File: src/design/kls_pkg.sv
// shared types and codes for the keyed list store
// used by kls_ctrl, kls_dpath, keyed_list_store and kls_checker
package kls_pkg;

	typedef enum logic [2:0] {
		ACT_ADD    = 3'd0,
		ACT_REMOVE = 3'd1,
		ACT_GET    = 3'd2,
		ACT_UPDATE = 3'd3,
		ACT_ITER   = 3'd4,
		ACT_CLEAR  = 3'd5
	} action_t;

	typedef enum logic [2:0] {
		ST_OK    = 3'd0,
		ST_EMPTY = 3'd1,
		ST_KEY   = 3'd2,
		ST_SPACE = 3'd3,
		ST_END   = 3'd4
	} status_t;

	// source of the slot ram read address
	typedef enum logic [1:0] {
		RD_HEAD   = 2'd0,
		RD_NEXT   = 2'd1,
		RD_CURSOR = 2'd2
	} rd_sel_t;

	typedef struct packed {
		logic    capture;
		logic    walk_init;
		logic    walk_step;
		logic    rd_en;
		rd_sel_t rd_sel;
		logic    rm_commit;
		logic    upd_commit;
		logic    add_commit;
		logic    clear_all;
		logic    iter_rewind;
		logic    iter_advance;
		logic    scan_init;
		logic    scan_step;
		logic    set_res;
		status_t res_status;
		logic    res_take_value;
		logic    out_load;
	} kls_cmd_t;

	typedef struct packed {
		action_t act;
		logic    head_live;
		logic    cursor_live;
		logic    key_match;
		logic    next_ok;
		logic    full;
		logic    free_hit;
	} kls_stat_t;

endpackage

File: src/design/kls_ram.sv
// generic single write port ram with registered read
// no dependencies
module kls_ram #(
	parameter int WIDTH = 32,
	parameter int DEPTH = 16,
	localparam int AddrW = (DEPTH > 1) ? $clog2(DEPTH) : 1
) (
	input  logic             clk,
	input  logic             we,
	input  logic [AddrW-1:0] waddr,
	input  logic [WIDTH-1:0] wdata,
	input  logic             re,
	input  logic [AddrW-1:0] raddr,
	output logic [WIDTH-1:0] rdata
);

	logic [WIDTH-1:0] mem [DEPTH];

	always_ff @(posedge clk) begin
		if (we) begin
			mem[waddr] <= wdata;
		end
		if (re) begin
			rdata <= mem[raddr];
		end
	end

endmodule

File: src/design/kls_ctrl.sv
// controller state machine of the keyed list store
// depends on kls_pkg; drives kls_dpath through kls_cmd_t
module kls_ctrl (
	input  logic              clk,
	input  logic              arst_n,
	input  logic              in_valid,
	output logic              in_stall,
	output logic              out_valid,
	input  logic              out_stall,
	input  kls_pkg::kls_stat_t st,
	output kls_pkg::kls_cmd_t  cmd
);

	typedef enum logic [5:0] {
		S_IDLE   = 6'b000001,
		S_DECODE = 6'b000010,
		S_CMP    = 6'b000100,
		S_FREE   = 6'b001000,
		S_ITER   = 6'b010000,
		S_FINISH = 6'b100000
	} state_t;

	state_t state_q, state_d;
	logic   out_valid_q;

	assign in_stall  = (state_q != S_IDLE);
	assign out_valid = out_valid_q;

	always_comb begin
		logic miss;
		miss    = 1'b0;
		cmd     = '0;
		state_d = state_q;
		case (state_q)
			S_IDLE: begin
				if (in_valid) begin
					cmd.capture = 1'b1;
					state_d     = S_DECODE;
				end
			end
			S_DECODE: begin
				case (st.act)
					kls_pkg::ACT_ADD, kls_pkg::ACT_REMOVE,
					kls_pkg::ACT_GET, kls_pkg::ACT_UPDATE: begin
						if (!st.head_live) begin
							if (st.act == kls_pkg::ACT_ADD) begin
								miss = 1'b1;
							end else begin
								cmd.set_res    = 1'b1;
								cmd.res_status = kls_pkg::ST_EMPTY;
								state_d        = S_FINISH;
							end
						end else begin
							cmd.walk_init = 1'b1;
							cmd.rd_en     = 1'b1;
							cmd.rd_sel    = kls_pkg::RD_HEAD;
							state_d       = S_CMP;
						end
					end
					kls_pkg::ACT_ITER: begin
						if (!st.head_live) begin
							cmd.set_res    = 1'b1;
							cmd.res_status = kls_pkg::ST_EMPTY;
							state_d        = S_FINISH;
						end else if (!st.cursor_live) begin
							cmd.iter_rewind = 1'b1;
							cmd.set_res     = 1'b1;
							cmd.res_status  = kls_pkg::ST_END;
							state_d         = S_FINISH;
						end else begin
							cmd.rd_en  = 1'b1;
							cmd.rd_sel = kls_pkg::RD_CURSOR;
							state_d    = S_ITER;
						end
					end
					kls_pkg::ACT_CLEAR: begin
						cmd.clear_all  = 1'b1;
						cmd.set_res    = 1'b1;
						cmd.res_status = kls_pkg::ST_OK;
						state_d        = S_FINISH;
					end
					default: begin
						// undefined action: no change
						cmd.set_res    = 1'b1;
						cmd.res_status = kls_pkg::ST_OK;
						state_d        = S_FINISH;
					end
				endcase
			end
			S_CMP: begin
				if (st.key_match) begin
					cmd.set_res = 1'b1;
					state_d     = S_FINISH;
					case (st.act)
						kls_pkg::ACT_ADD: begin
							cmd.res_status = kls_pkg::ST_KEY;
						end
						kls_pkg::ACT_REMOVE: begin
							cmd.rm_commit      = 1'b1;
							cmd.res_status     = kls_pkg::ST_OK;
							cmd.res_take_value = 1'b1;
						end
						kls_pkg::ACT_GET: begin
							cmd.res_status     = kls_pkg::ST_OK;
							cmd.res_take_value = 1'b1;
						end
						kls_pkg::ACT_UPDATE: begin
							cmd.upd_commit = 1'b1;
							cmd.res_status = kls_pkg::ST_OK;
						end
						default: begin
							cmd.res_status = kls_pkg::ST_OK;
						end
					endcase
				end else begin
					cmd.walk_step = 1'b1;
					if (st.next_ok) begin
						// issue the read of the successor while it is being stepped to
						cmd.rd_en  = 1'b1;
						cmd.rd_sel = kls_pkg::RD_NEXT;
					end else begin
						miss = 1'b1;
					end
				end
			end
			S_FREE: begin
				if (st.free_hit) begin
					cmd.add_commit = 1'b1;
					cmd.set_res    = 1'b1;
					cmd.res_status = kls_pkg::ST_OK;
					state_d        = S_FINISH;
				end else begin
					cmd.scan_step = 1'b1;
				end
			end
			S_ITER: begin
				cmd.iter_advance   = 1'b1;
				cmd.set_res        = 1'b1;
				cmd.res_status     = kls_pkg::ST_OK;
				cmd.res_take_value = 1'b1;
				state_d            = S_FINISH;
			end
			S_FINISH: begin
				if (!out_valid_q || !out_stall) begin
					cmd.out_load = 1'b1;
					state_d      = S_IDLE;
				end
			end
			default: begin
				state_d = S_IDLE;
			end
		endcase

		// key not in the list
		if (miss) begin
			if (st.act == kls_pkg::ACT_ADD) begin
				if (st.full) begin
					cmd.set_res    = 1'b1;
					cmd.res_status = kls_pkg::ST_SPACE;
					state_d        = S_FINISH;
				end else begin
					cmd.scan_init = 1'b1;
					state_d       = S_FREE;
				end
			end else begin
				cmd.set_res    = 1'b1;
				cmd.res_status = kls_pkg::ST_KEY;
				state_d        = S_FINISH;
			end
		end
	end

	always_ff @(posedge clk or negedge arst_n) begin
		if (!arst_n) begin
			state_q     <= S_IDLE;
			out_valid_q <= 1'b0;
		end else begin
			state_q <= state_d;
			if (cmd.out_load) begin
				out_valid_q <= 1'b1;
			end else if (out_valid_q && !out_stall) begin
				out_valid_q <= 1'b0;
			end
		end
	end

endmodule

File: src/design/kls_dpath.sv
// datapath of the keyed list store: slot rams, list pointers, walk and scan
// depends on kls_pkg and kls_ram; controlled by kls_ctrl
module kls_dpath #(
	parameter int CAPACITY    = 16,
	parameter int VALUE_WIDTH = 32
) (
	input  logic               clk,
	input  logic               arst_n,
	input  kls_pkg::kls_cmd_t   cmd,
	output kls_pkg::kls_stat_t  st,
	input  logic [2:0]         action,
	input  logic signed [31:0] key,
	input  logic [31:0]        value_in,
	output logic [2:0]         status,
	output logic [31:0]        value_out,
	output logic [4:0]         entry_count,
	output logic               is_empty
);

	localparam int AddrW  = (CAPACITY > 1) ? $clog2(CAPACITY) : 1;
	localparam int IdxW   = $clog2(CAPACITY + 1);
	localparam int StoreW = (VALUE_WIDTH < 32) ? VALUE_WIDTH : 32;
	localparam int ExtW   = IdxW + 5;
	// capacity doubles as the null link
	localparam logic [IdxW-1:0] CapIdx = IdxW'(CAPACITY);

	kls_pkg::action_t act_q;
	logic [31:0]      key_q;
	logic [StoreW-1:0] val_q;

	logic [IdxW-1:0]  head_q, cursor_q, cur_q, prev_q, steps_q, count_q;
	logic [AddrW-1:0] scan_q;
	logic [CAPACITY-1:0] used_q;

	kls_pkg::status_t res_status_q;
	logic [31:0]      res_value_q;

	logic [2:0]       status_q;
	logic [31:0]      value_out_q;
	logic [4:0]       entry_count_q;
	logic             is_empty_q;

	logic [31:0]      key_rd;
	logic [StoreW-1:0] val_rd;
	logic [IdxW-1:0]  next_rd;
	logic [IdxW-1:0]  rd_idx;
	logic [IdxW-1:0]  steps_inc;
	logic [ExtW-1:0]  count_ext;

	logic             val_we, next_we;
	logic [AddrW-1:0] val_waddr, next_waddr;
	logic [IdxW-1:0]  next_wdata;

	function automatic logic live(input logic [IdxW-1:0] s);
		return s < CapIdx;
	endfunction

	always_comb begin
		case (cmd.rd_sel)
			kls_pkg::RD_HEAD:   rd_idx = head_q;
			kls_pkg::RD_NEXT:   rd_idx = next_rd;
			kls_pkg::RD_CURSOR: rd_idx = cursor_q;
			default:            rd_idx = head_q;
		endcase
	end

	assign steps_inc  = steps_q + IdxW'(1);
	assign count_ext  = ExtW'(count_q);

	assign val_we     = cmd.add_commit | cmd.upd_commit;
	assign val_waddr  = cmd.add_commit ? scan_q : cur_q[AddrW-1:0];
	assign next_we    = cmd.add_commit | (cmd.rm_commit & live(prev_q));
	assign next_waddr = cmd.add_commit ? scan_q : prev_q[AddrW-1:0];
	assign next_wdata = cmd.add_commit ? head_q : next_rd;

	kls_ram #(.WIDTH(32), .DEPTH(CAPACITY)) u_key_ram (
		.clk   (clk),
		.we    (cmd.add_commit),
		.waddr (scan_q),
		.wdata (key_q),
		.re    (cmd.rd_en),
		.raddr (rd_idx[AddrW-1:0]),
		.rdata (key_rd)
	);

	kls_ram #(.WIDTH(StoreW), .DEPTH(CAPACITY)) u_val_ram (
		.clk   (clk),
		.we    (val_we),
		.waddr (val_waddr),
		.wdata (val_q),
		.re    (cmd.rd_en),
		.raddr (rd_idx[AddrW-1:0]),
		.rdata (val_rd)
	);

	kls_ram #(.WIDTH(IdxW), .DEPTH(CAPACITY)) u_next_ram (
		.clk   (clk),
		.we    (next_we),
		.waddr (next_waddr),
		.wdata (next_wdata),
		.re    (cmd.rd_en),
		.raddr (rd_idx[AddrW-1:0]),
		.rdata (next_rd)
	);

	assign st.act         = act_q;
	assign st.head_live   = live(head_q);
	assign st.cursor_live = live(cursor_q);
	assign st.key_match   = (key_rd == key_q);
	assign st.next_ok     = live(next_rd) && (steps_inc < CapIdx);
	assign st.full        = (count_q >= CapIdx);
	assign st.free_hit    = !used_q[scan_q];

	// list structure
	always_ff @(posedge clk or negedge arst_n) begin
		if (!arst_n) begin
			head_q   <= CapIdx;
			cursor_q <= CapIdx;
			count_q  <= '0;
			used_q   <= '0;
		end else if (cmd.clear_all) begin
			head_q   <= CapIdx;
			cursor_q <= CapIdx;
			count_q  <= '0;
			used_q   <= '0;
		end else if (cmd.add_commit) begin
			used_q[scan_q] <= 1'b1;
			head_q         <= IdxW'(scan_q);
			cursor_q       <= IdxW'(scan_q);
			count_q        <= count_q + IdxW'(1);
		end else if (cmd.rm_commit) begin
			used_q[cur_q[AddrW-1:0]] <= 1'b0;
			if (!live(prev_q)) begin
				head_q   <= next_rd;
				cursor_q <= next_rd;
			end else if (cursor_q == cur_q) begin
				cursor_q <= next_rd;
			end
			if (count_q != '0) begin
				count_q <= count_q - IdxW'(1);
			end
		end else if (cmd.iter_rewind) begin
			cursor_q <= head_q;
		end else if (cmd.iter_advance) begin
			cursor_q <= next_rd;
		end
	end

	// item, walk, scan and result registers
	always_ff @(posedge clk) begin
		if (cmd.capture) begin
			act_q <= kls_pkg::action_t'(action);
			key_q <= $unsigned(key);
			val_q <= value_in[StoreW-1:0];
		end
		if (cmd.walk_init) begin
			cur_q   <= head_q;
			prev_q  <= CapIdx;
			steps_q <= '0;
		end else if (cmd.walk_step) begin
			prev_q  <= cur_q;
			cur_q   <= next_rd;
			steps_q <= steps_inc;
		end
		if (cmd.scan_init) begin
			scan_q <= '0;
		end else if (cmd.scan_step) begin
			scan_q <= scan_q + AddrW'(1);
		end
		if (cmd.set_res) begin
			res_status_q <= cmd.res_status;
			res_value_q  <= cmd.res_take_value ? 32'(val_rd) : '0;
		end
		if (cmd.out_load) begin
			status_q      <= res_status_q;
			value_out_q   <= res_value_q;
			entry_count_q <= count_ext[4:0];
			is_empty_q    <= !live(head_q);
		end
	end

	assign status      = status_q;
	assign value_out   = value_out_q;
	assign entry_count = entry_count_q;
	assign is_empty    = is_empty_q;

endmodule

File: src/design/keyed_list_store.sv
// channel  | handshake           | fields
// input    | in_valid / in_stall | action, key, value_in
// output   | out_valid/out_stall | status, value_out, entry_count, is_empty
//
// an item is captured in idle, decoded, then walks the list comparing keys in the compare state (remove, get,
// update, add); add then probes slots one by one in the free-slot scan state;
// iterate reads the cursor slot in the iterate state; clear, undefined actions and
// remove, get or update on an empty list go from decode straight to the finish state
// the walk follows the next-link ram, whose registered read feeds the next address
// reset empties the list at once: no clearing pass, slot rams hold no reset value
// the next item is taken while a result waits on a stalled output register, and its
// own result then holds in the last state until that register frees
//
// top level: instantiates kls_ctrl and kls_dpath, depends on kls_pkg
module keyed_list_store #(
	parameter int CAPACITY    = 16,
	parameter int VALUE_WIDTH = 32
) (
	input  logic               clk,
	input  logic               arst_n,
	input  logic               in_valid,
	output logic               in_stall,
	input  logic [2:0]         action,
	input  logic signed [31:0] key,
	input  logic [31:0]        value_in,
	output logic               out_valid,
	input  logic               out_stall,
	output logic [2:0]         status,
	output logic [31:0]        value_out,
	output logic [4:0]         entry_count,
	output logic               is_empty
);

	kls_pkg::kls_cmd_t  cmd;
	kls_pkg::kls_stat_t st;

	kls_ctrl u_ctrl (
		.clk       (clk),
		.arst_n    (arst_n),
		.in_valid  (in_valid),
		.in_stall  (in_stall),
		.out_valid (out_valid),
		.out_stall (out_stall),
		.st        (st),
		.cmd       (cmd)
	);

	kls_dpath #(
		.CAPACITY    (CAPACITY),
		.VALUE_WIDTH (VALUE_WIDTH)
	) u_dpath (
		.clk         (clk),
		.arst_n      (arst_n),
		.cmd         (cmd),
		.st          (st),
		.action      (action),
		.key         (key),
		.value_in    (value_in),
		.status      (status),
		.value_out   (value_out),
		.entry_count (entry_count),
		.is_empty    (is_empty)
	);

endmodule

File: config.mk
export PLATFORM = sky130hd
export DESIGN_NAME = keyed_list_store
export DESIGN_NICKNAME = d
export VERILOG_FILES = /design/src/design/kls_pkg.sv /design/src/design/kls_ram.sv /design/src/design/kls_ctrl.sv /design/src/design/kls_dpath.sv /design/src/design/keyed_list_store.sv
export SDC_FILE = /design/constraint.sdc
export NUM_CORES = 1
export LEC_CHECK = 0
export BUFFER_PORTS_ARGS = -buffer_cell sky130_fd_sc_hd__buf_4
export CAP_MARGIN = 20
export CORE_MARGIN = 3
export CORE_UTILIZATION = 26
export DETAILED_ROUTE_END_ITERATION = 10
export PLACE_DENSITY = 0.44
export SKIP_CTS_REPAIR_TIMING = 1
export SLEW_MARGIN = 20
export SYNTH_ARGS = -nofsm -noshare
export SYNTH_HDL_FRONTEND = slang
export SYNTH_HIERARCHICAL = 1
export SYNTH_SLANG_ARGS = --single-unit
File: constraint.sdc
create_clock -name clk -period 5.65 [get_ports clk]
set_input_delay 1.4125 -clock clk [delete_from_list [all_inputs] [get_ports clk]]
set_output_delay 1.4125 -clock clk [all_outputs]
set_load 0.02 [all_outputs]
After elaboration in Yosys (flattened, before gate mapping):

Memories as Yosys holds them, arrays and structs flattened. A register that Yosys moved wholly into a read port is not among the register bits.
Index checks and enable logic that the tools add are counted.

* register bits: 200
* latch bits: 0
* memory bits (writable): 1104
* bits in read-only memories: 0
* output and inout bits: 43
* memories: 3

* add/subtract/negate cells: 4
* multipliers: 0
* div/mod/pow operators: 0
* magnitude comparators: 10
* eq/ne operators: 23
* shifts and indexed selects: 0
* mux-type cells: 103
* bitwise operators: 6
* reductions and logical operators: 21

Memory list
* u_dpath.u_key_ram.mem: depth 16, bits a word 32, read ports 1, clocked after memory_dff 1, wr ports 1, line kls_ram.sv:17 `logic [WIDTH-1:0] mem [DEPTH];`
* u_dpath.u_val_ram.mem: depth 16, bits a word 32, read ports 1, clocked after memory_dff 1, wr ports 1, line kls_ram.sv:17
* u_dpath.u_next_ram.mem: depth 16, bits a word 5, read ports 1, clocked after memory_dff 1, wr ports 1, line kls_ram.sv:17

Operator list (count)
* $mux 5: 19
* $mux 6: 11
* $mux 16: 3
* $mux 4: 11
* $mux 1: 39
* $pmux 6 s6: 1
* $eq 32x32->1: 1
* $lt 5x5->1 const B: 5
* $and 16x16->16: 1
* $not 16->16: 1
* $or 16x16->16: 1
* $pmux 4 s2: 2
* $pmux 4 s4: 1
* $mux 3: 4
* $pmux 3 s2: 2
* $pmux 6 s2: 1
* $add 5x1->5 const B: 2
* $lt 4x5->1 const B: 2
* $reduce_bool 5->1: 2
* $demux 1 s4: 2
* $ge 4x1->1 const B: 2
* $mux 2: 4
* $eq 3x2->1 const B: 2
* $eq 3x3->1 const B: 2
* other kinds (33): 46

Logic depth before layout (Yosys ltp):

* depth in word-level cells: 9
* gate-level depth with buffers: 16
* depth with buffers taken out: 14

Modules after synthesis:

Netlist, hierarchy kept.

By module, submodules not included
* kls_ram at u_dpath.u_key_ram ...: instances 2, cells each 838, area an instance 20155.6 um^2, sequential area each 16335.7 um^2
* kls_dpath: instances 1, cells each 549, area an instance 7845.0 um^2, sequential area each 5502.8 um^2
* kls_ram at u_dpath.u_next_ram: instances 1, cells each 155, area an instance 3263.1 um^2, sequential area each 2552.4 um^2
* kls_ctrl: instances 1, cells each 86, area an instance 669.4 um^2, sequential area each 176.4 um^2

Worst setup path before layout:

Ideal clock, no wire load.

* kind: reg-to-reg
* from: register u_dpath.scan_q[0]
* to: memory u_dpath.u_val_ram.mem[0][0], enable pin
* setup time: 0.461 ns
* arrival time: 5.377 ns
* setup slack: -0.188 ns
* cell stages (with the launch flop): 12
* path buffers: 3
* period minus slack after synthesis: 5.838 ns
* cell sequence: dfxtp_1 > clkbuf_1 > mux4_2 > nand2_1 > nand2_1 > o21ai_0 > and4_1 > clkbuf_1 > clkbuf_1 > o21ai_0 > or3b_2 > nor3_1

RTL lines
* start, declared: line kls_dpath.sv:32 `logic [AddrW-1:0] scan_q;`
* start signal, assigned: line kls_dpath.sv:168 `scan_q <= scan_q + AddrW'(1);`
* end, declared: line kls_ram.sv:17

==> impl_summary.txt <==
----------------------------------------------------
[Logic synthesis]
  Fraction of the yosys area taken by sequential cells ... 0.7853
  Leading cell types by total area after synthesis ... sky130_fd_sc_hd__edfxtp_1 (76%), sky130_fd_sc_hd__mux4_2 (12%), sky130_fd_sc_hd__a22oi_1 (2.0%), sky130_fd_sc_hd__dfrtp_1 (1.7%), sky130_fd_sc_hd__nand2_1 (0.75%)
  Fraction of the mapped netlist area in simple logic gates ... 0.03351
  Share of Yosys cell area claimed by the top area cell type ... 0.7615
  Number of flops mapped to enable cells by yosys ... 1321
  Cells after synthesis ... 2466
  Total of warnings raised by yosys ... 6
  Post-Synth Adder-Cell Area ... 0.002786
  Synth Flop Type ... sky130_fd_sc_hd__edfxtp_1
  Number of distinct library cells after synthesis ... 67
  Total standard cell area after synthesis ... 52090 um2
  Average cell area after synthesis ... 21.12 um2
  Total of flip-flops plus latches after synthesis ... 1373
  Yosys top cell by area ... sky130_fd_sc_hd__edfxtp_1
  Synth Area in Compound Gates ... 0.03065
  Synthesized-area fraction occupied by xor and xnor cells ... 0.008407
  Mux share of post-synthesis cell area ... 0.1270
  Synthesized Nets ... 2548
  Post-synthesis async set-or-reset flop share ... 0.02768
  Largest family of logic cells by synthesized area ... multiplexers

[Timing]
  Pin slew with the least headroom to its limit ... 930.8 ps
  Final clock skew ... 28.77 ps
  Hold violation total from the final report ... 0
  Setup repair after global routing missed its margin ... false
  Fin. max-slew vios ... 0
  Max Clk Rate ... 201.4 MHz
  Post-route minimum period ... 4965 ps
  Headroom to the max-slew limit ... 0.3729
  Sum of negative setup slack ... 0 ps
  Setup violators final ... 0
  Worst setup margin ... 684.7 ps
  Period utilisation layout ... 0.8788

[Detailed routing]
  Iteration count of the initial detailed-routing pass ... 5
  Count of unresolved DRC violations after routing ... 0
  WL per Instance ... 24.80 um
  Total number of vias ... 24950
  Via density per instance ... 4.553
  Initial detailed-routing violation count ... 2192
  Routed WL ... 135900 um
  Antenna-violating nets left ... 0

[Setup path]
  Category of the worst setup path capture point ... flip-flop
  Reg2reg setup slack ... 680 ps
  Crit path max fanout ... 45
  Classification of the worst setup path ... reg -> reg
  Launching element of the worst setup path ... u_dpath/key_q[17]
  Termination of the worst setup path ... u_dpath/u_next_ram/rdata[4]
  Critical Path Source Type ... flip-flop
  Reg2Reg Launch Point ... u_dpath/key_q[17]
  Depth of the most critical reg-to-reg path ... 17
  Endpoint of the lowest-slack register-to-register path ... u_dpath/u_next_ram/rdata[4]
  Critical Path RT ... 6130 ps
  Data arrival, critical path ... 5440 ps

[Power and ir drop]
  Switching part of the total ... 0.2638
  Flop pwr share ... 0.481
  Clk network pwr share ... 0.346
  Post-layout power ... 26.45 mW
  Combinational group share of total power ... 0.173
  Total power divided by cell area ... 425.2 nW/um2
  Leak Pwr ... 19.43 nW
  Maximum VDD drop ... 327.3 uV
  Cell Int Power ... 19.47 mW
  Net switching power of the design ... 6.978 mW

[Placement]
  Post-placement setup slack ... 543.8 ps
  Count of port buffers added during placement ... 113
  Cell count after placement ... 5218
  Final weighted congestion of routability-driven global placement ... 0.7444
  HPWL after DPL ... 73530 um

[CTS]
  CTS HTree Levels ... 4
  Clock transition at the register clock pins on the worst setup and hold paths after CTS ... 60 ps
  Clk Latency, worst-skew pair ... 770 ps
  Number of buffers created by CTS ... 147
  Maximum count of clock buffers along a single path ... 3
  Clock tree root buffer cell ... sky130_fd_sc_hd__clkbuf_16
  Clock tree from TritonCTS ... yes
  Total clock sinks ... 1373

[GRT]
  Number of global-route vias before repair ... 26670
  Global Route Usage Sum ... 0.1320
  Sum of overflow across all layers after global routing ... 0
  Maximum number of pins on one net before global-route repair ... 46
  Initial antenna violation count ... 4
  First-pass GRT wire length ... 195000 um

[Status]
  Outcome ... finished clean

[Die]
  Die area ... 205700 um2
  Die width ... 453.6 um
  Initial standard-cell utilization of the core ... 0.2628
  Chip Height ... 453.6 um
  Standard cell core area ... 198200 um2
  Row Count ... 163
  Boundary Pins ... 114

[Finish]
  Fraction of the core area covered by cells at the end of the flow ... 0.3138
  Non-filler instance count after layout ... 5479
  Area added between synthesis and finish ... 19.41%
  Final layout net count ... 2810
  Share of cells above drive strength 1 ... 0.2753

[Run]
  Max Cap Viol ... 0

[Worst hold path]
  Path category of the worst min-delay check ... reg -> reg

----------------------------------------------------
==> flip-flops by register name, summed over array words and instances (netlist names), 6 cells and up <==
signal and cells:
u_dpath/u_key_ram/rdata 32, u_dpath/val_q 32, u_dpath/res_value_q 32, u_dpath/used_q 16
u_dpath/key_q 32, u_dpath/value_out 32, u_dpath/u_val_ram/rdata 32, u_dpath/u_key_ram/mem 512
u_dpath/u_next_ram/mem 80, u_dpath/u_val_ram/mem 512, u_ctrl/state_q 6
==> per-stage QoR <==
step	cell area [um2]	hold slack, ps
floorplan	52090	400.3
global placement	57650	404.1
detailed placement	57650	405.2
CTS	62180	415.7
global route	62190	420.8
finish	62200	417.0
==> synthesized netlist by cell type (14+ instances only) <==
cell                       instances
sky130_fd_sc_hd__buf_2            19
sky130_fd_sc_hd__edfxtp_1       1321
sky130_fd_sc_hd__nor2_1           99
sky130_fd_sc_hd__nand2_1         104
sky130_fd_sc_hd__buf_1            21
sky130_fd_sc_hd__buf_4            20
sky130_fd_sc_hd__o21ai_0          14
sky130_fd_sc_hd__a21oi_1          34
sky130_fd_sc_hd__nand3_1          22
sky130_fd_sc_hd__a22oi_1         137
sky130_fd_sc_hd__mux4_2          280
sky130_fd_sc_hd__clkbuf_1         59
sky130_fd_sc_hd__dfxtp_1          14
sky130_fd_sc_hd__nor3_1           18
sky130_fd_sc_hd__and2_1           35
sky130_fd_sc_hd__dfrtp_1          35
sky130_fd_sc_hd__xor2_1           43
sky130_fd_sc_hd__inv_1            23
==> final cells by class <==
class	count	area, um2
Multi-Input combinational cell	950	10890
Inverter	23	86.33
Sequential cell	1373	40900
Clock inverter	74	603.1
Clock buffer	184	3924
Fill cell	18940	136000
Tap cell	2640	3303
Timing Repair Buffer	233	2485
Antenna cell	2	5.005
==> logic make-up after synthesis <==
kind of cell,Yosys count
adders and majority gates,11
DFF,1373
buffers and inverters,143
AOI/OAI and AO/OA,228
muxes,309
xor gates and xnor gates,50
and+or+nand+nor,352
==> critical path, cell delays in order (launching register included) <==
cell and delay (ps):
sky130_fd_sc_hd__edfxtp_1 630, sky130_fd_sc_hd__xor2_1 270, sky130_fd_sc_hd__nor4_1 400, sky130_fd_sc_hd__buf_4 210
sky130_fd_sc_hd__nand4_1 170, sky130_fd_sc_hd__nor2_1 310, sky130_fd_sc_hd__buf_4 200, sky130_fd_sc_hd__nor3_2 50
sky130_fd_sc_hd__nand2_1 120, sky130_fd_sc_hd__inv_1 70, sky130_fd_sc_hd__inv_1 60, sky130_fd_sc_hd__ha_1 270
sky130_fd_sc_hd__buf_4 190, sky130_fd_sc_hd__o21ai_4 500, sky130_fd_sc_hd__buf_12 330, sky130_fd_sc_hd__mux4_2 380
sky130_fd_sc_hd__a22oi_1 280, sky130_fd_sc_hd__nand3_1 170
==> cell usage in the layout, fill, tap and decap left out, types with 12 or more instances in the layout <==
| cell type | netlist | routed |
|---|---|---|
| sky130_fd_sc_hd__a22oi_1 | 137 | 137 |
| sky130_fd_sc_hd__buf_4 | 20 | 173 |
| sky130_fd_sc_hd__buf_12 | 0 | 59 |
| sky130_fd_sc_hd__mux4_2 | 280 | 280 |
| sky130_fd_sc_hd__mux2i_1 | 12 | 12 |
| sky130_fd_sc_hd__a21oi_1 | 34 | 33 |
| sky130_fd_sc_hd__clkinv_1 | 0 | 39 |
| sky130_fd_sc_hd__nand3_1 | 22 | 22 |
| sky130_fd_sc_hd__nand2_1 | 104 | 104 |
| sky130_fd_sc_hd__inv_1 | 23 | 23 |
| sky130_fd_sc_hd__nor2_1 | 99 | 72 |
| sky130_fd_sc_hd__dfxtp_1 | 14 | 14 |
| sky130_fd_sc_hd__clkbuf_1 | 59 | 32 |
| sky130_fd_sc_hd__nor2_4 | 0 | 27 |
| sky130_fd_sc_hd__dfrtp_1 | 35 | 35 |
| sky130_fd_sc_hd__and2_1 | 35 | 33 |
| sky130_fd_sc_hd__edfxtp_1 | 1321 | 1321 |
| sky130_fd_sc_hd__clkbuf_16 | 0 | 152 |
| sky130_fd_sc_hd__xor2_1 | 43 | 43 |
| sky130_fd_sc_hd__clkinv_2 | 0 | 15 |
==> worst min-delay path by stage <==
stage / start / to / cells after the start
6_report: u_dpath/res_value_q[25] / u_dpath/value_out[25] / 0
5_1_grt: u_dpath/res_status_q[1] / u_dpath/status[1] / 0
3_5_place_dp: u_dpath/res_status_q[1] / u_dpath/status[1] / 0
3_3_place_gp: u_dpath/res_value_q[7] / u_dpath/value_out[7] / 0
4_1_cts: u_dpath/res_status_q[1] / u_dpath/status[1] / 0
2_1_floorplan: u_dpath/res_status_q[0] / u_dpath/status[0] / 0
==> layer usage <==
metal	track usage	share of wire	vias to the layer above	wire length, um
met5	0	0	-	0
met4	0.04266	0.027	0	3702
met3	0.02343	0.043	204	5910
met2	0.2268	0.51	569	69400
met1	0.1687	0.42	13480	56890
li1	-	-	10700	-
==> power by group through the flow <==
stage	logic (mW)	clock network [mW]	registers (mW)
finish	4.58	9.15	12.7
global route	4.96	9.91	12.8
CTS	4.69	9.49	12.7
detailed placement	4.68	0	12.9
global placement	4.62	0	12.9
floorplan	3.03	0	12.7
Power figures use the tool's default switching activity.
